`src/design/mbgs_pkg.sv`:
```
// ----------------------------------------------------------------------------
// mbgs_pkg
// Shared types and constants for the masked bilinear grid sampler.
// ----------------------------------------------------------------------------
package mbgs_pkg;

  localparam int unsigned RowBitsDef = 8;
  localparam int unsigned ColBitsDef = 8;

  localparam logic [23:0] CellSizeRst = 24'd256;
  localparam logic [8:0]  RowsRst     = 9'd256;
  localparam logic [8:0]  ColsRst     = 9'd256;

  localparam logic [1:0] RegCellSize = 2'd0;
  localparam logic [1:0] RegRows     = 2'd1;
  localparam logic [1:0] RegCols     = 2'd2;

  localparam logic ModeWrite = 1'b0;
  localparam logic ModeQuery = 1'b1;

  // one query after the front end: cell indices and fractions
  typedef struct packed {
    logic signed [32:0] rn;
    logic signed [32:0] cn;
    logic [16:0]        fx;
    logic [16:0]        fz;
  } query_t;

  typedef enum logic [2:0] {
    FeIdle,
    FeDivX,
    FeDivZ,
    FeFracX,
    FeFracZ,
    FePush
  } fe_state_e;

  typedef enum logic [2:0] {
    BeIdle,
    BeRead,
    BeMul,
    BeAcc,
    BeDiv,
    BeOut
  } be_state_e;

endpackage

```
`src/design/mbgs_queue.sv`:
```
// ----------------------------------------------------------------------------
// mbgs_queue
// Two-entry queue between front and back end.
// ----------------------------------------------------------------------------
module mbgs_queue (
  input  logic             clk_i,
  input  logic             rst_ni,
  input  logic             in_valid_i,
  output logic             in_ready_o,
  input  mbgs_pkg::query_t in_data_i,
  output logic             out_valid_o,
  input  logic             out_ready_i,
  output mbgs_pkg::query_t out_data_o
);
  mbgs_pkg::query_t mem_q [2];
  logic [1:0] cnt_q;
  logic       rp_q, wp_q;
  logic push, pop;

  assign in_ready_o  = (cnt_q != 2'd2);
  assign out_valid_o = (cnt_q != 2'd0);
  assign out_data_o  = mem_q[rp_q];
  assign push = in_valid_i && in_ready_o;
  assign pop  = out_valid_o && out_ready_i;

  always_ff @(posedge clk_i) begin
    if (push) mem_q[wp_q] <= in_data_i;
  end

  always_ff @(posedge clk_i or negedge rst_ni) begin
    if (!rst_ni) begin
      cnt_q <= '0;
      rp_q  <= 1'b0;
      wp_q  <= 1'b0;
    end else begin
      if (push) wp_q <= !wp_q;
      if (pop)  rp_q <= !rp_q;
      cnt_q <= cnt_q + {1'b0, push} - {1'b0, pop};
    end
  end
endmodule

```
`config.mk`:
```
export PLATFORM = sky130hd
export DESIGN_NAME = mbgs_queue
export DESIGN_NICKNAME = d
export VERILOG_FILES = /design/src/design/mbgs_pkg.sv /design/src/design/mbgs_queue.sv
export SDC_FILE = /design/constraint.sdc
export NUM_CORES = 1
export LEC_CHECK = 0
export BUFFER_PORTS_ARGS = -buffer_cell sky130_fd_sc_hd__buf_2
export CORE_MARGIN = 2
export CORE_UTILIZATION = 50
export DETAILED_ROUTE_END_ITERATION = 7
export GPL_TIMING_DRIVEN = 0
export PLACE_DENSITY = 0.81
export SLEW_MARGIN = 0
export SYNTH_ARGS = -nofsm -noshare
export SYNTH_HDL_FRONTEND = slang
export SYNTH_SLANG_ARGS = --single-unit
```
`constraint.sdc`:
```
create_clock -name clk_i -period 7.8 [get_ports clk_i]
set_input_delay 1.56 -clock clk_i [delete_from_list [all_inputs] [get_ports clk_i]]
set_output_delay 1.56 -clock clk_i [all_outputs]
set_load 0.01 [all_outputs]
```
Word-level counts from Yosys, hierarchy flattened. Memory sizes are Yosys's and may differ from the RTL's. Cells that the tools add are included. W data, S select, Z words.

Add/subtract/negate cells: 2. Equal/unequal tests: 1. Mux-type cells: 2. Reduce and logical (&&, ||, !) cells: 5.

Operators with widths (count): $add A2 B1 Y2 (1); $logic_and A1 B1 Y1 (2); $logic_not A1 Y1 (2); $mux W1 (2); $ne A2 B2 Y1 const B (1); $reduce_bool A2 Y1 (1); $sub A2 B1 Y2 (1).

Flip-flop bits (word level): 4. RAM bits: 200. Output and inout bits: 102. Logic and storage cells: 14. Memories kept: 1.

Memory list: mem_q (words 2, bits a word 100, read ports 1, clocked after memory_dff 0, wr ports 1, line mbgs_queue.sv:15) `mbgs_pkg::query_t mem_q [2];`.

Depth between registers and ports, before layout.
Depth in word-level cells: 4. Mapped depth: 5. Mapped depth without buffers: 5.

Worst setup path after synthesis. Ideal clock, no wire load.

Path type: input to register. Start: input in_valid_i. End: memory mem_q[0][0] (netlist bit) (enable). Arrival: 5798 ps. Required time: 7241 ps. Path slack: 1442 ps. Stages on the path: 2. Buffers on the path: 0. Cells stage by stage: nand2_1 > nor2_1.

Word-level cells in the longest chain between the ends: 3.

RTL lines: start: declaration (line mbgs_queue.sv:8) `input logic in_valid_i,`; $logic_and A1 B1 Y1 (line mbgs_queue.sv:23) `assign push = in_valid_i && in_ready_o;`; $mux W1 (line mbgs_queue.sv:27) `if (push) mem_q[wp_q] <= in_data_i;`; $mux W1 (implied by the code) (line mbgs_queue.sv:27); end: declaration (line mbgs_queue.sv:15).

Every way passes these cells.

==> metrics.csv <==
metric;value;unit
outcome;complete, no violations;
core area;0.0146;mm²
vias in the first global route;4094;
wire length per cell;17.3;µm
slowest stage delay, CP;0.35;ns
Unique masters post-synth;19;
worst skew pair latency;0.48;ns
Die Y;126;µm
WP data arrival;1.79;ns
Cells after Synth;333;
clock buffer count from CTS;21;
worst path required time;6.24;ns
final setup violation count;0;
Worst Path Buf+Inv;3;
Hold Buf Count CTS;0;
drt via density;5.03;
Seq cells post-synth;204;
FILL cells;1001;
Die W;126;µm
synth warn;0;
Worst VDD drop;252;µV
family with the most delay on the worst path;buffers and inverters;
DRT iter0 DRCs;213;
Period minus WS final;3.35;ns
cell area after layout;0.00943;mm²
H-tree depth;1;
first-pass GRT wire length;20300;µm
initial antenna violation count;0;
commonest non-fill, non-tap cells in the layout;buf_2, edfxtp_1, mux2_2;
boundary pin count;206;
Antenna diodes;0;
Detailed Place HPWL;8810;µm
most common cell after layout, fill and taps aside;buf_2;
Crit Path Class;register to output pin;
fraction of layout cells with a size suffix above 1;60.7;%
Post-Route WL;13200;µm
GRT overflow;0;
Sink Count;204;
Setup crit start kind;register;
Tcrit/Tclk final;42.9;%
Critical Path, Cell by Cell;buf_4 -> buf_6 -> mux2_2 -> buf_2;
Longest Clk Path Bufs;3;
Port Buffers;205;
Initial Utilization;51.2;%
Final Skew;0.0102;ns
max-cap viol count;0;
relative slew slack;50.9;%
worst hold path class;register to register;
total global routing track utilization;16.2;%
num rows;44;
final core occ;64.6;%
LEAKAGE;0.00355;µW
GP Congestion;0.706;
CP max FO;10;
Tightest Pin Transition;0.735;ns
largest net degree at the start of global routing;54;
Mapped Avg Cell Area;22.4;µm²
Vias;3844;
Final Hold Vio Count;0;
Pwr per Cell Area;373;mW/mm²
Crit. End Element;output pin;
slowest CP cell;mux2_2;
DRT Pass-1 Iters;4;
post_cts resized;0;
CTS tree;built;
Syn Nets;438;
clock slew seen by the registers of the worst setup and hold paths;0.06;ns
Post-Syn Area;0.00747;mm²
fmax;0.299;GHz
post-route ant nets;0;
clk root buf;clkbuf_16;
# nets final;670;
unrepaired setup endpoints after global routing;no;
Layout area overhead;26.3;%
Die Area;0.0159;mm²
Post-CTS Setup Bufs;0;
Cell Area, Placed;0.00882;mm²
sequential share of the synthesized area;81.8;%
Max Transition Viols Final;0;
Residual DRC;0;
[cell type report]
class                      instances  area [µm²]  share of cell area, %
multi-input combinational        118        1260                   13.4
buffer                            11         114                   1.21
clock buffer                      26         544                   5.77
sequential                       204        6110                   64.7
timing repair buffer             209        1110                   11.8
clock inverter                    12        63.8                  0.677
tap                              184         230                   2.44
[cell families (layout without fill, tap and decap cells)]
kind of cell             Yosys count  count (layout)  share of synthesized area, %
buffers and inverters             11             258                          1.52
AND/OR/NAND/NOR                   11              11                         0.804
flip-flops                       204             204                          81.8
AO/OA/AOI/OAI                      3               3                         0.318
adder cells (fa/ha/maj)            1               1                         0.168
multiplexers                     100             100                          15.1
XOR/XNOR                           3               3                         0.352
[worst reg2reg max path, cell delays in order, from the launching register on]
cell and delay [ns]:
dfrtp_1 0.42, nand2b_1 0.18, nand2_1 0.13, nor2_4 0.59, buf_12 0.27, buf_12 0.23
[registers in the layout (all words and copies together) (netlist names)]
signal and cells:
mem_q 200, wp_q 1, rp_q 1, cnt_q 2
[power by group]
group / switching [µW] / internal [µW] / leakage (µW)
clock: 384 / 497 / 0.000297
combinational: 567 / 517 / 0.00135
sequential: 57.2 / 1500 / 0.00191
total: 1010 / 2510 / 0.00355
[routing by layer]
metal / vias to the layer above / wire length [µm] / GRT usage (%)
met5: - / 0 / 0
met4: 0 / 286 / 4.40
met3: 26 / 969 / 4.84
met2: 144 / 6830 / 28.9
met1: 1884 / 5130 / 19.1
li1: 1790 / - / -
[Yosys cell counts]
master    instances  area [µm²]
edfxtp_1        200        6010
mux2_2          100        1130
buf_6             9         101
dfrtp_1           4         100
nor2_1            3        11.3
xnor2_1           3        26.3
nand2_1           2        7.51
a311oi_1          1        8.76
and3_2            1        7.51
buf_2             1        5.00
buf_4             1        7.51
ha_1              1        12.5
nand2b_1          1        6.26
nand3_1           1        5.00
nor2b_1           1        6.26
nor4bb_1          1        10.0
o21ai_0           1        5.00
o21ba_2           1        10.0
or2_2             1        6.26
[metrics by stage]
stage	instances	TNS, ns	hold WS (ns)	setup slack, ns	total power [µW]
floorplan	333	0	0.460	1.44	2270
global placement	722	-68.93	0.476	-0.696	2650
detailed placement	726	0	0.552	4.52	2680
CTS	764	0	0.561	4.40	3560
global route	764	0	0.611	4.39	3690
finish	764	0	0.554	4.45	3520
[worst paths after layout]
path                           from              to  slack, ns  cells after the start
max in group asynchronous    rst_ni            rp_q       6.82                      1
setup / recovery               rp_q  out_data_o[43]       4.45                      4
setup reg to reg           cnt_q[0]    mem_q[0][88]       5.66                      5
hold reg to reg                wp_q            wp_q       0.55                      1
hold / removal                 wp_q            wp_q       0.55                      1
min in group asynchronous    rst_ni        cnt_q[1]       0.86                      1
Note: power is estimated with default switching activity, not from simulation.
