<file path="config.mk">
export PLATFORM = sky130hd
export DESIGN_NAME = mbgs_front
export DESIGN_NICKNAME = d
export VERILOG_FILES = /design/src/design/mbgs_pkg.sv /design/src/design/mbgs_front.sv
export SDC_FILE = /design/constraint.sdc
export NUM_CORES = 1
export LEC_CHECK = 0
export BUFFER_PORTS_ARGS = -buffer_cell sky130_fd_sc_hd__buf_4
export CORE_UTILIZATION = 40
export DETAILED_ROUTE_END_ITERATION = 8
export PLACE_DENSITY = 0.65
export SETUP_SLACK_MARGIN = 0.2
export SLEW_MARGIN = 15
export SYNTH_ARGS = -nofsm -noshare
export SYNTH_HDL_FRONTEND = slang
export SYNTH_SLANG_ARGS = --single-unit
</file>
<file path="constraint.sdc">
create_clock -name clk_i -period 8.22 [get_ports clk_i]
set_input_delay 0.411 -clock clk_i [delete_from_list [all_inputs] [get_ports clk_i]]
set_output_delay 0.411 -clock clk_i [all_outputs]
set_load 0.02 [all_outputs]
</file>
<file path="src/design/mbgs_pkg.sv">
// ----------------------------------------------------------------------------
// mbgs_pkg
// Shared types and constants for the masked bilinear grid sampler.
// ----------------------------------------------------------------------------
package mbgs_pkg;

  localparam int unsigned RowBitsDef = 8;
  localparam int unsigned ColBitsDef = 8;

  localparam logic [23:0] CellSizeRst = 24'd256;
  localparam logic [8:0]  RowsRst     = 9'd256;
  localparam logic [8:0]  ColsRst     = 9'd256;

  localparam logic [1:0] RegCellSize = 2'd0;
  localparam logic [1:0] RegRows     = 2'd1;
  localparam logic [1:0] RegCols     = 2'd2;

  localparam logic ModeWrite = 1'b0;
  localparam logic ModeQuery = 1'b1;

  // one query after the front end: cell indices and fractions
  typedef struct packed {
    logic signed [32:0] rn;
    logic signed [32:0] cn;
    logic [16:0]        fx;
    logic [16:0]        fz;
  } query_t;

  typedef enum logic [2:0] {
    FeIdle,
    FeDivX,
    FeDivZ,
    FeFracX,
    FeFracZ,
    FePush
  } fe_state_e;

  typedef enum logic [2:0] {
    BeIdle,
    BeRead,
    BeMul,
    BeAcc,
    BeDiv,
    BeOut
  } be_state_e;

endpackage

</file>
<file path="src/design/mbgs_front.sv">
// ----------------------------------------------------------------------------
// mbgs_front
// Accepts queries, divides positions by the cell size (restoring, one bit
// per cycle) to get cell indices and Q0.16 fractions.
// ----------------------------------------------------------------------------
module mbgs_front (
  input  logic                   clk_i,
  input  logic                   rst_ni,
  input  logic [23:0]            cell_size_i,
  input  logic                   q_valid_i,
  output logic                   q_ready_o,
  input  logic signed [31:0]     pos_x_i,
  input  logic signed [31:0]     pos_z_i,
  output logic                   o_valid_o,
  input  logic                   o_ready_i,
  output mbgs_pkg::query_t       o_data_o
);

  mbgs_pkg::fe_state_e state_q, state_d;
  logic [5:0]  cnt_q, cnt_d;
  logic [32:0] num_q, num_d;      // shifting dividend (magnitude)
  logic [24:0] rem_q, rem_d;
  logic        neg_q, neg_d;
  logic [23:0] cs_q, cs_d;
  logic signed [31:0] pz_q, pz_d;
  logic [23:0] remx_q, remx_d, remz_q, remz_d;
  mbgs_pkg::query_t res_q, res_d;

  logic [24:0] trial;
  logic [24:0] shifted;
  logic [31:0] qmag;
  logic [24:0] rfix;
  logic        rnz;

  assign shifted  = {rem_q[23:0], num_q[32]};
  assign trial    = shifted - {1'b0, cs_q};
  assign qmag     = num_q[31:0];
  assign rnz      = (rem_q != 25'd0);
  assign rfix     = {1'b0, cs_q} - rem_q;
  assign q_ready_o = (state_q == mbgs_pkg::FeIdle);
  assign o_valid_o = (state_q == mbgs_pkg::FePush);
  assign o_data_o  = res_q;

  always_ff @(posedge clk_i or negedge rst_ni) begin
    if (!rst_ni) begin
      state_q <= mbgs_pkg::FeIdle;
      cnt_q   <= '0;
    end else begin
      state_q <= state_d;
      cnt_q   <= cnt_d;
    end
  end

  always_ff @(posedge clk_i) begin
    num_q  <= num_d;
    rem_q  <= rem_d;
    neg_q  <= neg_d;
    cs_q   <= cs_d;
    pz_q   <= pz_d;
    remx_q <= remx_d;
    remz_q <= remz_d;
    res_q  <= res_d;
  end

  always_comb begin
    logic signed [32:0] qs;
    logic [23:0]        rr;
    state_d = state_q;
    cnt_d   = cnt_q;
    num_d   = num_q;
    rem_d   = rem_q;
    neg_d   = neg_q;
    cs_d    = cs_q;
    pz_d    = pz_q;
    remx_d  = remx_q;
    remz_d  = remz_q;
    res_d   = res_q;
    qs      = '0;
    rr      = '0;
    case (state_q)
      mbgs_pkg::FeIdle: begin
        if (q_valid_i) begin
          cs_d  = (cell_size_i == 24'd0) ? 24'd1 : cell_size_i;
          pz_d  = pos_z_i;
          neg_d = pos_x_i[31];
          num_d = {1'b0, pos_x_i[31] ? 32'(-pos_x_i) : 32'(pos_x_i)};
          num_d = {num_d[31:0], 1'b0};
          rem_d = '0;
          cnt_d = 6'd32;
          state_d = mbgs_pkg::FeDivX;
        end
      end
      mbgs_pkg::FeDivX, mbgs_pkg::FeDivZ, mbgs_pkg::FeFracX, mbgs_pkg::FeFracZ: begin
        if (cnt_q != 6'd0) begin
          // num_q[32] is the next dividend bit, quotient bits fill num_q[31:0]
          if (!trial[24]) begin
            rem_d = trial;
            num_d = {num_q[31:0], 1'b1};
          end else begin
            rem_d = shifted;
            num_d = {num_q[31:0], 1'b0};
          end
          cnt_d = cnt_q - 6'd1;
        end else begin
          case (state_q)
            mbgs_pkg::FeDivX, mbgs_pkg::FeDivZ: begin
              // floor correction for negative dividends
              if (neg_q && rnz) begin
                qs = -$signed({1'b0, qmag}) - 33'sd1;
                rr = rfix[23:0];
              end else begin
                qs = neg_q ? -$signed({1'b0, qmag}) : $signed({1'b0, qmag});
                rr = rem_q[23:0];
              end
              if (state_q == mbgs_pkg::FeDivX) begin
                res_d.cn = qs;
                remx_d   = rr;
                neg_d    = pz_q[31];
                num_d    = {1'b0, pz_q[31] ? 32'(-pz_q) : 32'(pz_q)};
                num_d    = {num_d[31:0], 1'b0};
                state_d  = mbgs_pkg::FeDivZ;
              end else begin
                res_d.rn = qs;
                remz_d   = rr;
                neg_d    = 1'b0;
                num_d    = {1'b0, remx_q[15:0], 16'd0};
                num_d    = {num_d[31:0], 1'b0};
                state_d  = mbgs_pkg::FeFracX;
              end
              rem_d = (state_q == mbgs_pkg::FeDivX) ? 25'd0 : {17'd0, remx_q[23:16]};
              cnt_d = 6'd32;
            end
            mbgs_pkg::FeFracX: begin
              res_d.fx = qmag[16:0];
              num_d    = {1'b0, remz_q[15:0], 16'd0};
              num_d    = {num_d[31:0], 1'b0};
              rem_d    = {17'd0, remz_q[23:16]};
              cnt_d    = 6'd32;
              state_d  = mbgs_pkg::FeFracZ;
            end
            default: begin
              res_d.fz = qmag[16:0];
              state_d  = mbgs_pkg::FePush;
            end
          endcase
        end
      end
      mbgs_pkg::FePush: begin
        if (o_ready_i) state_d = mbgs_pkg::FeIdle;
      end
      default: state_d = mbgs_pkg::FeIdle;
    endcase
  end

endmodule

</file>
# Word-level counts from Yosys, hierarchy flattened
# Cells that the tools add are included.
[word_totals] wordCells=84 out_inout_bits=102 reg_bits=272 input_bits=92
[classes] n_mux=32 bitwise=3 n_reduce_logical=18 add_sub_neg=7 n_eq_ne=11
[op_table] operator="$mux W33" count=5
[op_table] operator="$pmux W33 S2" count=2
[op_table] operator="$pmux W25 S2" count=2
[op_table] operator="$mux W25" count=3
[op_table] operator="$mux W32" count=2
[op_table] operator="$neg A32 Y32" count=2
[op_table] operator="$neg A32 Y33" count=1
[op_table] operator="$sub A33 B2 Y33 const B" count=1
[op_table] operator="$reduce_bool A25 Y1" count=1
[op_table] operator="$sub A25 B24 Y25" count=1
[op_table] operator="$logic_not A24 Y1" count=1
[op_table] operator="$mux W24" count=1
[op_table] operator="$sub A24 B24 Y24" count=1
[op_table] operator="$mux W6" count=3
[op_table] operator="$reduce_and A3 Y1" count=5
[op_table] operator="$pmux W6 S2" count=1
[op_table] operator="$reduce_and A4 Y1" count=3
[op_table] operator="$mux W3" count=3
[op_table] operator="$pmux W3 S3" count=1
[op_table] operator="$mux W8" count=1
[op_table] operator="$eq A3 B2 Y1 const B" count=2
[op_table] operator="$eq A3 B3 Y1 const B" count=2
[op_table] operator="$mux W1" count=6
[op_table] operator="$pmux W3 S2" count=1
[op_table] operator="16 further kinds" count=20

# Depth between registers and ports, before layout
# Gate-level depths: netlist of run 1.
[logic_depth] word_depth=6 ltp_mapped=13 ltp_nobuf=12

# Least setup slack after synthesis of run 1
# No wires, ideal clock.
[synth_path] path_kind="register -> register" start="register cnt_q[0]" end="register res_q (netlist bit o_data_o[67]), enable pin" slack_ps=2346 path_buffers=2 path_stages_with_launch=8 setup_ps=542 t_arrival_ps=5332 required_time_ps=7678 period_less_slack_ps=5874 path_cell_list="dfrtp_1 -> inv_1 -> ha_1 -> nand2_1 -> or3_1 -> clkbuf_1 -> buf_1 -> nor3_1"
[synth_between] elab_chain_cells=3
[synth_lines] element="start: declaration" line="mbgs_front.sv:20" text="logic [5:0] cnt_q, cnt_d;"
[synth_lines] element="start signal: assignment" line="mbgs_front.sv:50" text="cnt_q <= cnt_d;"
[synth_lines] element="$reduce_bool A6 Y1" line="mbgs_front.sv:94" text="if (cnt_q != 6'd0) begin"
[synth_lines] element="$not A1 Y1 (no line)"
[synth_lines] element="$reduce_and A4 Y1 (no line)"
[synth_lines] element="end signal: assignment" line="mbgs_front.sv:62" text="res_q <= res_d;"
[synth_lines] element="end: declaration" line="mbgs_front.sv:27" text="mbgs_pkg::query_t res_q, res_d;"
# No other way between the ends.
# A chain may end at the register's enable or synchronous reset.

# Final worst setup path of run 1
[layout_path] start="register rem_q[1]" end="register rem_q[0], data pin"
[layout_between] elab_chain_cells=4
[layout_lines] element="start: declaration" line="mbgs_front.sv:22" text="logic [24:0] rem_q, rem_d;"
[layout_lines] element="start signal: assignment" line="mbgs_front.sv:56" text="rem_q <= rem_d;"
[layout_lines] element="$sub A25 B24 Y25" line="mbgs_front.sv:36" text="assign trial = shifted - {1'b0, cs_q};"
[layout_lines] element="$mux W25" line="mbgs_front.sv:96" text="if (!trial[24]) begin"
[layout_lines] element="$mux W25" line="mbgs_front.sv:94"
[layout_lines] element="$pmux W25 S2" line="mbgs_front.sv:80" text="case (state_q)"
# No other way between the ends.

==> run summary, run 1 <==
The via-per-instance ratio is between 5 and 6. The number of port buffers came out at 193. Clock skew on the completed layout was measured at between 0.015 and 0.02 ns. The static leakage came out at 0.00708 µW. Total power for the finished layout comes to between 6000 and 7000 µW.

The number of standard cells in the final layout excluding fillers came out at 2246. The fraction of final layout cells with drive strength greater than 1 came out at 17.8%. The post-CTS setup repair buffer count came out at 0. The routed wire length came out at 44.2 mm. The sink count of the clock tree came out at around 270.

The pin slew with the least headroom to its limit is 1.08 ns. Counting distinct cell types in the post-synthesis netlist gives 85. In this run the critical register-to-register path is launched from rem_q[1]$_SDFFCE_PP0P_. Summing the areas of all compound-gate instances in the mapped netlist gives between 10% and 20% of the synthesized area. The largest driver fanout on the critical path came out at 18. The run finished with clean final reports. The count of yosys warnings during synthesis came out at 0. The deepest clock path buffer count came out at 3.

TritonCTS built the clock tree. The first global-routing pass estimated 67.6 mm of wire. The post-synthesis register bit count came out at between 200 and 300.

The maximum level of the CTS H-tree is 1. The average instance area after synthesis came out at 10.5 µm². The insertion delay to the later sink of the worst-skew pair came out at between 0.5 and 0.6 ns. The setup slack of the worst register-to-register path is 3.76 ns. The number of placement rows came out at 72.

The kind of start point of the critical path is a register. The path class of the tightest hold or removal check is input port to register. The async set-or-reset flop fraction in the synthesized netlist came out at about 3.3%. The register area share after synthesis came out at 50.9%. The critical path data required time came out at 8.55 ns.

TritonCTS created 30 clock buffers. The final design utilization came out at about half. The power per standard cell area is 360 mW/mm². After the first detailed-routing iteration, the DRC count stood at 1023. The core outline area came out at 0.0390 mm². Of the total synthesized cell area, the portion taken by XOR and XNOR cells is 7.14%. The setup TNS after final layout came out at 0 ns. For this run, design rule violations remaining after detail routing come to 0. The number of endpoints with negative hold slack in the final report came to 0.

Clock tree synthesis selected as its root buffer the cell clkbuf_16. The number of antenna violations at the first check in global routing came to 3. The share of synthesized cell area in and, or, nand and nor gates came out at 15.2%. The net count of the mapped netlist came out at around 1700. In this run the vertical extent of the chip is 202 µm. Summed over all instances, the cell type with the most area after synthesis is edfxtp_1.

The worst relative slew slack is ~28%. The mapped netlist covers 0.0160 mm². The area of the die is 0.0407 mm².

The total overflow reported by the global router is 0. Across the run, the number of max-cap violations was 0. Counting every instance in the synthesized netlist gives 1521.

The main flop type after synthesis is edfxtp_1. After synthesis, the share of cell area in mux cells is 1.35%. 194 I/O pins were placed. Leaving out fill and tap cells, the most frequent cell in the layout is edfxtp_1.

The detail route stage leaves a number of antenna-violating nets equal to 0. The final-report setup violation count came out at 0. The congestion estimate from routability-driven global placement came to 0.923. The upper clock frequency limit came out at between 200 and 250 MHz. The part of the power in the clock network is between 20% and 30%. The number of gates given a new drive strength after cts is 0. For this run, the total global-route usage over all layers was measured as 21.3%. Of the available clock period, the critical path in the final layout requires 54.2%. The switching portion of total power is 40.8%. The number of enable-type register cells in the synthesized netlist is 263.

Final hold analysis gives a worst-case slack of 0.0196 ns. The total half-perimeter wirelength after legalization and detailed placement came out at 32.7 mm. The largest voltage drop on the vdd net is approximately 0.0002 V. The count of TritonRoute iterations in the first routing pass is 6. Of the total power, combinational logic draws around 44%. The final critical path time including I/O delays and setup came out at roughly 4.5 ns. The area growth from synthesis to layout is 20.0%. For this run, the post-layout net count is 1849. The depth of the worst hold-timing path came out at 1. The maximum number of pins on one net before global-route repair is just under 60. Clock-pin slew was measured on the worst setup and hold paths at 0.06 ns. Setup repair after global routing left no endpoint under its margin. For this configuration, the core starts out at a cell density of approximately two fifths. The arrival time of the worst setup path came out at 4.78 ns. The share of total power dissipated in sequential elements is 36.4%.

After synthesis, the largest family of logic cells by area is compound AO/OA/AOI/OAI gates. The switching power of the nets is around 2800 µW. The cell internal power dissipation came out at 4080 µW.

The number of global-route vias before repair is 12009. Leaving out fill and tap cells, the most frequent cells in the layout are edfxtp_1, buf_4, nand2_1. The worst hold path begins at pos_z_i[14]. The number of fillers in the final layout is 3539. After synthesis, the cell types taking the most area are edfxtp_1, ha_1, xnor2_1. The count of pins over their slew limit is 0.

The die is 202 µm wide. The endpoint identified for the worst register-to-register timing path is rem_q[0]$_SDFFCE_PP0P_. The class of the most critical setup path is register to register.

STA classifies the critical path endpoint as a register. The via count is between 10000 and 15000. The number of placed instances, taps included, is 2163. The adder-cell area share of the yosys netlist came out at 4.33%.

The worst hold path terminates at pz_q[14]$_DFFE_PP_. The mean routed wirelength per cell is 19.7 µm. The area share of the largest cell type after synthesis is ~50%. The number of cell instances on the worst register-to-register path is 10.
==> final cells by class <==
| type | instances | area [µm²] | share of cell area (%) |
|---|---|---|---|
| Multi-Input combinational cell | 1079 | 7210 | 37.7 |
| Tap cell | 518 | 648 | 3.39 |
| Inverter | 83 | 312 | 1.63 |
| Clock inverter | 19 | 209 | 1.09 |
| Antenna cell | 3 | 7.51 | 0.0392 |
| Timing Repair Buffer | 237 | 1840 | 9.63 |
| Clock buffer | 35 | 791 | 4.13 |
| Sequential cell | 272 | 8120 | 42.4 |
==> Yosys cell counts (17+ instances only) <==
| master | n |
|---|---|
| o22ai_1 | 20 |
| ha_1 | 52 |
| o21a_1 | 19 |
| clkbuf_1 | 74 |
| xor2_1 | 56 |
| nor3_1 | 45 |
| nor2_1 | 102 |
| mux2i_1 | 17 |
| inv_1 | 82 |
| o31ai_1 | 29 |
| a21oi_1 | 78 |
| a22oi_1 | 17 |
| o21ai_0 | 97 |
| or3_1 | 17 |
| edfxtp_1 | 263 |
| nand3_1 | 27 |
| xnor2_1 | 74 |
| nor4_1 | 24 |
| nand2_1 | 139 |
| a211oi_1 | 27 |
==> critical path: stages (launching register included) <==
cell	delay (ns)
edfxtp_1	0.50
ha_1	0.39
nor2b_1	0.16
o31a_1	0.28
o211a_1	0.26
o21ai_0	0.51
a2111oi_0	0.25
o21ai_0	0.58
xor2_2	0.88
nand2_1	0.13
a32o_1	0.28
==> cells by family (layout without fill, tap and decap cells) <==
logic type      after synthesis  after routing
flops                       272            272
fa+ha+maj                    54             54
mux                          21             21
compound gates              404            404
simple gates                470            470
xor+xnor                    130            130
buf+inv                     170            374
other cells                   0              3
==> repair_timing <==
| action | 4_1_cts | 5_1_grt |
|---|---|---|
| hold buffers | 26 | 0 |
| endpoints found under the hold margin | 34 | 0 |
| endpoints found under the setup margin | 0 | 0 |
==> layer usage <==
metal	track usage, %	routed length (µm)	vias to the layer above
met2	34.2	20300	469
met4	8.82	1720	0
li1	-	-	6057
met3	3.27	2770	95
met5	0	0	-
met1	28.8	19500	6016
==> metrics by stage <==
stage	instance area (µm²)	setup WS (ns)
floorplan	16000	2.35
CTS	19100	3.83
finish	19100	3.76
global route	19100	3.48
detailed placement	17900	3.85
global placement	17900	3.94
==> state kept, by name, indices dropped and copies added, names as in the netlist <==
name,flops
remx_q,24
rem_q,25
cnt_q,6
remz_q,24
num_q,33
neg_q,1
pz_q,32
cs_q,24
state_q,3
o_data_o,100
==> how the worst max path moves through the flow <==
| stage | to | from | cells past startpoint |
|---|---|---|---|
| floorplan | o_data_o[67]$_DFFE_PP_ | cnt_q[0]$_DFFE_PN0P_ | 7 |
| global placement | rem_q[0]$_SDFFCE_PP0P_ | rem_q[1]$_SDFFCE_PP0P_ | 10 |
| detailed placement | rem_q[0]$_SDFFCE_PP0P_ | rem_q[1]$_SDFFCE_PP0P_ | 10 |
| CTS | rem_q[0]$_SDFFCE_PP0P_ | cs_q[0]$_SDFFCE_PN1P_ | 11 |
| global route | rem_q[1]$_SDFFCE_PP0P_ | rem_q[1]$_SDFFCE_PP0P_ | 10 |
| finish | rem_q[0]$_SDFFCE_PP0P_ | rem_q[1]$_SDFFCE_PP0P_ | 10 |
==> power by group through the flow <==
stage / sequential (µW) / clock [µW] / combinational [µW]
floorplan: 2310 / 0 / 2310
global placement: 2520 / 0 / 2900
detailed placement: 2530 / 0 / 2970
CTS: 2500 / 1400 / 3000
global route: 2550 / 1440 / 3330
finish: 2500 / 1370 / 3010
Power figures use the tool's default switching activity.
==> run 2, diff against run 1 <==
- clock period: 8.22 -> 4.5 ns (I/O delays scaled with it)
==> run summary, run 2 (synthesis gave the netlist of run 1 again) <==
The slowest stage cell on the critical path is a2111oi_1 (was xor2_2). The max capacitance violation total is 0 (unchanged). The critical path data required time is 4.93 ns (was 8.55 ns). The area of the die is 0.0407 mm² (unchanged). The deepest clock path buffer count is 3 (unchanged). The maximum level of the CTS H-tree came out at 1 (unchanged).

The kind of start point of the critical path is a register (unchanged). The detailed-route DRC error count came out at 0 (unchanged). The maximum number of pins on one net before global-route repair came out at 58 (was 59). The initial core utilization came out at 40.9% (unchanged). The cell type with the highest occurrence count on the critical path was o21ai_0 (unchanged).

The via-per-instance ratio is 5.57 (was 5.63). The horizontal die dimension is 202 µm (unchanged). The total global-route track usage is 21.8% (was 21.3%). The number of global-route vias before repair came out at 12198 (was 12009). The number of endpoints with negative hold slack in the final report came to 0 (unchanged). The destination of the worst register-to-register timing path is rem_q[18]$_SDFFCE_PN0P_ (was rem_q[0]$_SDFFCE_PP0P_).

The TritonCTS buffer count was 31 (was 30). Crit-path cells: ha_1, fa_1, nor2b_1, o31a_1, o211a_1, o21ai_0, a2111oi_1, o21ai_0, xor2_1, buf_4, or3b_2, a21oi_1 (was ha_1, nor2b_1, o31a_1, o211a_1, o21ai_0, a2111oi_0, o21ai_0, xor2_2, nand2_1, a32o_1). The pin slew with the least headroom to its limit is 1.11 ns (was 1.08 ns). The first-pass GRT wire length came out at 69.1 mm (was 67.6 mm).

The CTS tree is done (unchanged). The cell at the root of the clock tree was clkbuf_16 (unchanged). The vertical die dimension came out at 202 µm (unchanged). Most frequent cells in the layout: edfxtp_1, buf_4, nand2_1 (unchanged). The static leakage is 0.00730 µW (was 0.00708 µW). The antenna violation net count after detailed routing came out at 0 (unchanged). The tightest hold margin is 0.0399 ns (was 0.0196 ns).

The leading cell type in the layout, fill and taps excluded is edfxtp_1 (unchanged). The highest signal layer in the routed design is met4 (unchanged). The number of DRC markers in iteration 0 is 1057 (was 1023). The final critical path time including I/O delays and setup came out at 4.01 ns (was 4.46 ns).

The area growth from synthesis to layout came out at 23.1% (was 20.0%). The clock input transition at the sequential cells of the worst setup and hold paths is 0.06 ns (about the same). The number of nets at the end of the flow came out at 1894 (was 1849). The buffer and inverter count on the worst path came out at 1 (was 0). The reg-to-reg startpoint was cs_q[0]$_SDFFCE_PN1P_ (was rem_q[1]$_SDFFCE_PP0P_).

The largest driver fanout on the critical path is 9 (was 18). The setup slack of the worst register-to-register path is 0.49 ns (was 3.76 ns). The number of placement rows is 72 (unchanged). The fraction of final layout cells with drive strength greater than 1 came out at 18.2% (was 17.8%). Outcome: finished clean (unchanged). The count of pins over their slew limit is 0 (unchanged). The number of cell instances on the worst register-to-register path came out at 12 (was 10). The arrival time of the worst setup path came out at 4.44 ns (was 4.78 ns). The share of the clock period used by the worst path after layout came out at 89.1% (was 54.2%). The number of antenna violations at the first check in global routing came to 2 (was 3). The area occupied by registers came to 0.00812 mm² (unchanged). The type of the tightest min-delay check is input port to async pin (was input port to register). The delay contributed by the slowest stage of the critical path is 0.65 ns (was 0.88 ns). The kind of end point of the critical path is a register (unchanged). The via count came out at 12776 (was 12637). The total half-perimeter wirelength after legalization and detailed placement came out at 33.6 mm (was 32.7 mm). The count of TritonRoute iterations in the first routing pass came out at 5 (was 6). The class of the most critical setup path is register to register (unchanged). The routed wire length came to 45.4 mm (was 44.2 mm). The insertion delay to the later sink of the worst-skew pair is 0.58 ns (about the same).

The number of fillers in the final layout is 3519 (was 3539). The flip-flop count of the largest register after layout is 100 (unchanged). The final-report setup violation count is 0 (unchanged). The length of routed met3 wiring is 2.73 mm (was 2.77 mm). The I/O pin count came out at 194 (unchanged). The total met2 wirelength after detailed routing is 21.5 mm (was 20.3 mm). The largest voltage drop on the vdd net came to 0.000456 V (was 0.000198 V). The total overflow reported by the global router came out at 0 (unchanged). The worst clock skew on the final layout is 0.0107 ns (was 0.0167 ns). Unrepaired setup endpoints after global routing: false (unchanged). The core outline area came out at 0.0390 mm² (unchanged). The worst relative slew slack is 25.6% (was 28.2%). The area of the multi-input gates is 0.00721 mm² (about the same). The critical path's top delay family was compound AO/OA/AOI/OAI gates (unchanged).

The sink count of the clock tree came out at 272 (unchanged). The final weighted congestion in routability-driven placement came out at 0.898 (was 0.923). The upper clock frequency limit came to 249 MHz (was 224 MHz).

The met1 layer wirelength in the final routing came out at 19.4 mm (was 19.5 mm). The mean routed wirelength per cell is 19.8 µm (was 19.7 µm). The power per standard cell area came to 655 mW/mm² (was 360 mW/mm²).

The post-layout total power is 12900 µW (was 6890 µW). The number of port buffers is 193 (unchanged). The setup TNS after final layout is 0 ns (unchanged).
run 2: changes by cell type in the layout (fill, tap and decap cells not counted), sizes merged:
cell	change
clkbuf	+2
clkinv	-4
clkinvlp	+3
diode	-1
bufinv	+2
buf	+14
dlygate4sd3	+30
run 2: metrics by stage:
step | util, % | setup slack (ns) | cell area (µm²) | instances
final | 50.3 | 0.489 | 19600 | 2292
after global routing | 50.3 | 0.244 | 19600 | 2292
after CTS | 50.3 | 0.222 | 19600 | 2289
after detailed placement | 46.1 | 0.243 | 18000 | 2176
after global placement | 46.1 | 0.542 | 18000 | 2176
after floorplan | - | 0.408 | 16000 | 1521
run 2: worst max-delay path by stage:
stage,startpoint,end,slack [ns],cells past startpoint
after floorplan,cnt_q[0]$_DFFE_PN0P_,o_data_o[67]$_DFFE_PP_,0.41,7
after global placement,cs_q[0]$_SDFFCE_PN1P_,rem_q[22]$_SDFFCE_PN0P_,0.54,12
after detailed placement,cs_q[0]$_SDFFCE_PN1P_,rem_q[13]$_SDFFCE_PN0P_,0.24,12
after CTS,cs_q[0]$_SDFFCE_PN1P_,rem_q[16]$_SDFFCE_PN0P_,0.22,12
after global routing,cs_q[0]$_SDFFCE_PN1P_,rem_q[18]$_SDFFCE_PN0P_,0.24,12
final,cs_q[0]$_SDFFCE_PN1P_,rem_q[18]$_SDFFCE_PN0P_,0.49,12
run 2: cell type report:
| type | instances | area share (%) |
|---|---|---|
| Inverter | 83 | 1.59 |
| Antenna cell | 2 | 0.0255 |
| Sequential cell | 272 | 41.4 |
| Clock inverter | 20 | 1.38 |
| Tap cell | 518 | 3.30 |
| Clock buffer | 37 | 4.07 |
| Timing Repair Buffer | 281 | 11.5 |
| Multi-Input combinational cell | 1079 | 36.7 |
run 2: layer usage:
| metal | up-vias | track usage [%] |
|---|---|---|
| met1 | 6080 | 28.7 |
| met3 | 105 | 3.14 |
| met4 | 0 | 8.50 |
| met2 | 432 | 36.3 |
| li1 | 6159 | - |
| met5 | - | 0 |
run 2: worst reg2reg max path: cells and delay by family (launching register included):
family / cells / cell delay, ns
AOI/OAI and AO/OA: 6 / 1.76
xor gates and xnor gates: 1 / 0.24
adders and majority gates: 2 / 0.63
buffers and inverters: 1 / 0.22
DFF: 1 / 0.40
and+or+nand+nor: 2 / 0.63
run 2: repair_timing:
action	4_1_cts	5_1_grt
setup endpoints to repair	0	21
hold endpoints to repair	64	0
setup buffers	0	1
gates resized for setup	0	1
hold buffers	56	0
run 2: power by group:
group | internal (µW) | switching [µW] | total [µW]
clock network | 1610 | 1040 | 2660
logic | 2250 | 3400 | 5640
registers | 3810 | 756 | 4560
==> run 3, diff against run 2 <==
- CELL_PAD_IN_SITES_DETAIL_PLACEMENT: default -> 1
- CELL_PAD_IN_SITES_GLOBAL_PLACEMENT: default -> 2
- CORE_UTILIZATION: 40 -> 38
- PLACE_DENSITY: 0.65 -> 0.87
==> run summary, run 3 (synthesis gave the netlist of run 1 again) <==
Outcome: finished, violations left (was finished clean). The final reports fail on DRC. The type of the tightest min-delay check is input port to register (was input port to async pin). The number of nets at the end of the flow is 1891 (was 1894). The kind of end point of the critical path was a register (unchanged).

The via-per-instance ratio is 5.63 (was 5.57). The core outline area was 0.0411 mm² (was 0.0390 mm²). The via count was 12961 (was 12776).

The worst relative slew slack came to 33.6% (was 25.6%). The final-report setup violation count came to 0 (unchanged). The kind of start point of the critical path is a register (unchanged). The flip-flop count of the largest register after layout is 100 (unchanged). The slowest stage cell on the critical path is or4_1 (was a2111oi_1). The total half-perimeter wirelength after legalization and detailed placement was 37.3 mm (was 33.6 mm). The count of pins over their slew limit was 0 (unchanged). The sink count of the clock tree is 272 (unchanged). The arrival time of the worst setup path came out at 4.37 ns (was 4.44 ns). The deepest clock path buffer count is 3 (unchanged).

The instance count after placement with tap cells included came out at 2187 (was 2176). The portion of total power attributed to sequential cells is 35.2% (was 35.5%). The highest signal layer in the routed design is met4 (unchanged). The part of the power in the clock network is 19.3% (was 20.6%).

The static leakage is 0.00725 µW (was 0.00730 µW). The clock input transition at the sequential cells of the worst setup and hold paths was 0.06 ns (about the same). The combinational share of power is 45.5% (was 43.9%).

The number of antenna violations at the first check in global routing came out at 0 (was 2). Most frequent cells in the layout: edfxtp_1, buf_4, nand2_1 (unchanged). The pin slew with the least headroom to its limit is 0.995 ns (was 1.11 ns).

The buffer and inverter count on the worst path is 1 (unchanged). The total met2 wirelength after detailed routing is 24.7 mm (was 21.5 mm). The pre-CTS worst setup slack was 0.114 ns (was 0.243 ns). The horizontal die dimension is 207 µm (was 202 µm). The cell type with the highest occurrence count on the critical path is or4_1 (was o21ai_0). The upper clock frequency limit is 247 MHz (was 249 MHz). The largest voltage drop on the vdd net came out at 0.000359 V (was 0.000456 V). The I/O pin count was 194 (unchanged).

The maximum level of the CTS H-tree came out at 1 (unchanged). The switching power of the nets is 5480 µW (was 5200 µW). The number of placement rows is 74 (was 72). The routed wire length is 50.3 mm (was 45.4 mm). The vertical die dimension is 207 µm (was 202 µm).

The largest driver fanout on the critical path came out at 10 (was 9). The final critical path time including I/O delays and setup came out at 4.06 ns (was 4.01 ns). The maximum number of pins on one net before global-route repair came out at 58 (unchanged). The total overflow reported by the global router came out at 0 (unchanged). The insertion delay to the later sink of the worst-skew pair is 0.58 ns (about the same). The post-layout total power was 13000 µW (was 12900 µW). The switching portion of total power came out at 42.3% (was 40.4%). Crit-path cells: inv_1, ha_1, nor3b_4, nand2_1, or4_1, a211o_1, a21oi_2, nand4_4, or4_1, o21a_1, xnor2_1 (was ha_1, fa_1, nor2b_1, o31a_1, o211a_1, o21ai_0, a2111oi_1, o21ai_0, xor2_1, buf_4, or3b_2, a21oi_1). The cell internal power dissipation came out at 7490 µW (was 7670 µW). The mean routed wirelength per cell is 21.9 µm (was 19.8 µm). The number of global-route vias before repair came to 13236 (was 12198). The share of the clock period used by the worst path after layout came to 90.1% (was 89.1%).

The length of routed met3 wiring is 2.45 mm (was 2.73 mm). The first-pass GRT wire length came out at 77.0 mm (was 69.1 mm). Unrepaired setup endpoints after global routing: false (unchanged).

The setup TNS after final layout was 0 ns (unchanged). The critical path data required time came out at 4.82 ns (was 4.93 ns). The setup slack of the critical path after layout came out at 0.444 ns (was 0.489 ns). The TritonCTS buffer count was 31 (unchanged).

The final weighted congestion in routability-driven placement is 0.882 (was 0.898). The initial core utilization is 38.8% (was 40.9%). The power per standard cell area is 663 mW/mm² (was 655 mW/mm²). The met1 layer wirelength in the final routing is 22.3 mm (was 19.4 mm).

The max capacitance violation total is 0 (unchanged). The area growth from synthesis to layout came out at 22.6% (was 23.1%). The critical path's top delay family is simple AND/OR/NAND/NOR gates (was compound AO/OA/AOI/OAI gates). The number of antenna cells inserted came out at 0 (was 2). The number of port buffers is 193 (unchanged). The detailed-route DRC error count came to 10 (was 0). The number of standard cells in the final layout excluding fillers came out at 2301 (was 2292). The area of the die is 0.0428 mm² (was 0.0407 mm²). The class of the most critical setup path was register to register (unchanged). The number of fillers in the final layout is 4516 (was 3519).

The cell at the root of the clock tree was clkbuf_16 (unchanged). The fraction of final layout cells with drive strength greater than 1 came to 18.1% (was 18.2%). The delay contributed by the slowest stage of the critical path is 0.53 ns (was 0.65 ns). The number of endpoints with negative hold slack in the final report came out at 0 (unchanged). The number of DRC markers in iteration 0 is 842 (was 1057). The area of the multi-input gates is 0.00723 mm² (was 0.00721 mm²).

The area occupied by registers is 0.00812 mm² (unchanged). The worst clock skew on the final layout is 0.0158 ns (was 0.0107 ns). The antenna violation net count after detailed routing came to 0 (unchanged). The leading cell type in the layout, fill and taps excluded is edfxtp_1 (unchanged).

The CTS tree is done (unchanged). The count of TritonRoute iterations in the first routing pass is 7 (was 5). The total global-route track usage was 23.5% (was 21.8%).
[run 3: worst reg2reg max path: stages (launching register included)]
cell,delay [ns]
edfxtp_1,0.47
inv_1,0.13
ha_1,0.28
nor3b_4,0.52
nand2_1,0.31
or4_1,0.53
a211o_1,0.34
a21oi_2,0.28
nand4_4,0.18
or4_1,0.50
o21a_1,0.13
xnor2_1,0.13
[run 3: layout make-up]
type                            count  share of cell area, %
Sequential cell                   272                   41.5
Multi-Input combinational cell   1080                   37.0
Timing Repair Buffer              277                   11.4
Clock buffer                       34                   4.02
Tap cell                          532                   3.40
Inverter                           83                   1.59
Clock inverter                     23                   1.08
[run 3: timing repair]
| action | CTS | global route |
|---|---|---|
| gates cloned | 0 | 1 |
| resized for setup | 1 | 3 |
| endpoints found under the hold margin | 64 | 0 |
| pin swaps | 0 | 1 |
| setup endpoints to repair | 13 | 23 |
| buffers inserted | 0 | 0 |
| hold buffers | 56 | 0 |
[run 3: worst paths after layout]
| check | start | end | slack, ns | depth (start not counted) |
|---|---|---|---|---|
| max | num_q[0]$_SDFFCE_PP0P_ | o_data_o[63]$_DFFE_PP_ | 0.44 | 11 |
| min | o_ready_i | state_q[2]$_DFFE_PN0P_ | 0.04 | 3 |
| max reg2reg | num_q[0]$_SDFFCE_PP0P_ | o_data_o[63]$_DFFE_PP_ | 0.44 | 11 |
| min reg2reg | cnt_q[0]$_DFFE_PN0P_ | cnt_q[0]$_DFFE_PN0P_ | 0.50 | 1 |
| max in group asynchronous | rst_ni | cnt_q[3]$_DFFE_PN0P_ | 4.22 | 2 |
| min in group asynchronous | rst_ni | cnt_q[0]$_DFFE_PN0P_ | 0.12 | 2 |
[run 3: power by group through the flow]
| stage | Combinational (µW) | Clock (µW) | Sequential (µW) |
|---|---|---|---|
| 3_3_place_gp | 5570 | 0 | 4560 |
| 5_1_grt | 6510 | 2620 | 4630 |
| 3_5_place_dp | 5770 | 0 | 4590 |
| 6_report | 5910 | 2500 | 4570 |
| 4_1_cts | 5870 | 2540 | 4550 |
| 2_1_floorplan | 4230 | 0 | 4200 |
[run 3: per-layer routing]
layer / vias to the layer above / global-route usage [%]
met5: - / 0
met4: 0 / 5.40
met3: 57 / 2.40
met2: 300 / 40.2
met1: 6463 / 31.9
li1: 6141 / -
[run 3: stage by stage]
step           hold WS (ns)  util, %  cell area, µm²
4_1_cts             0.00524     47.5           19500
6_report             0.0373     47.6           19600
3_3_place_gp         0.0687     43.7           18000
2_1_floorplan       -0.0706        -           16000
3_5_place_dp         0.0674     43.7           18000
5_1_grt              0.0171     47.6           19600
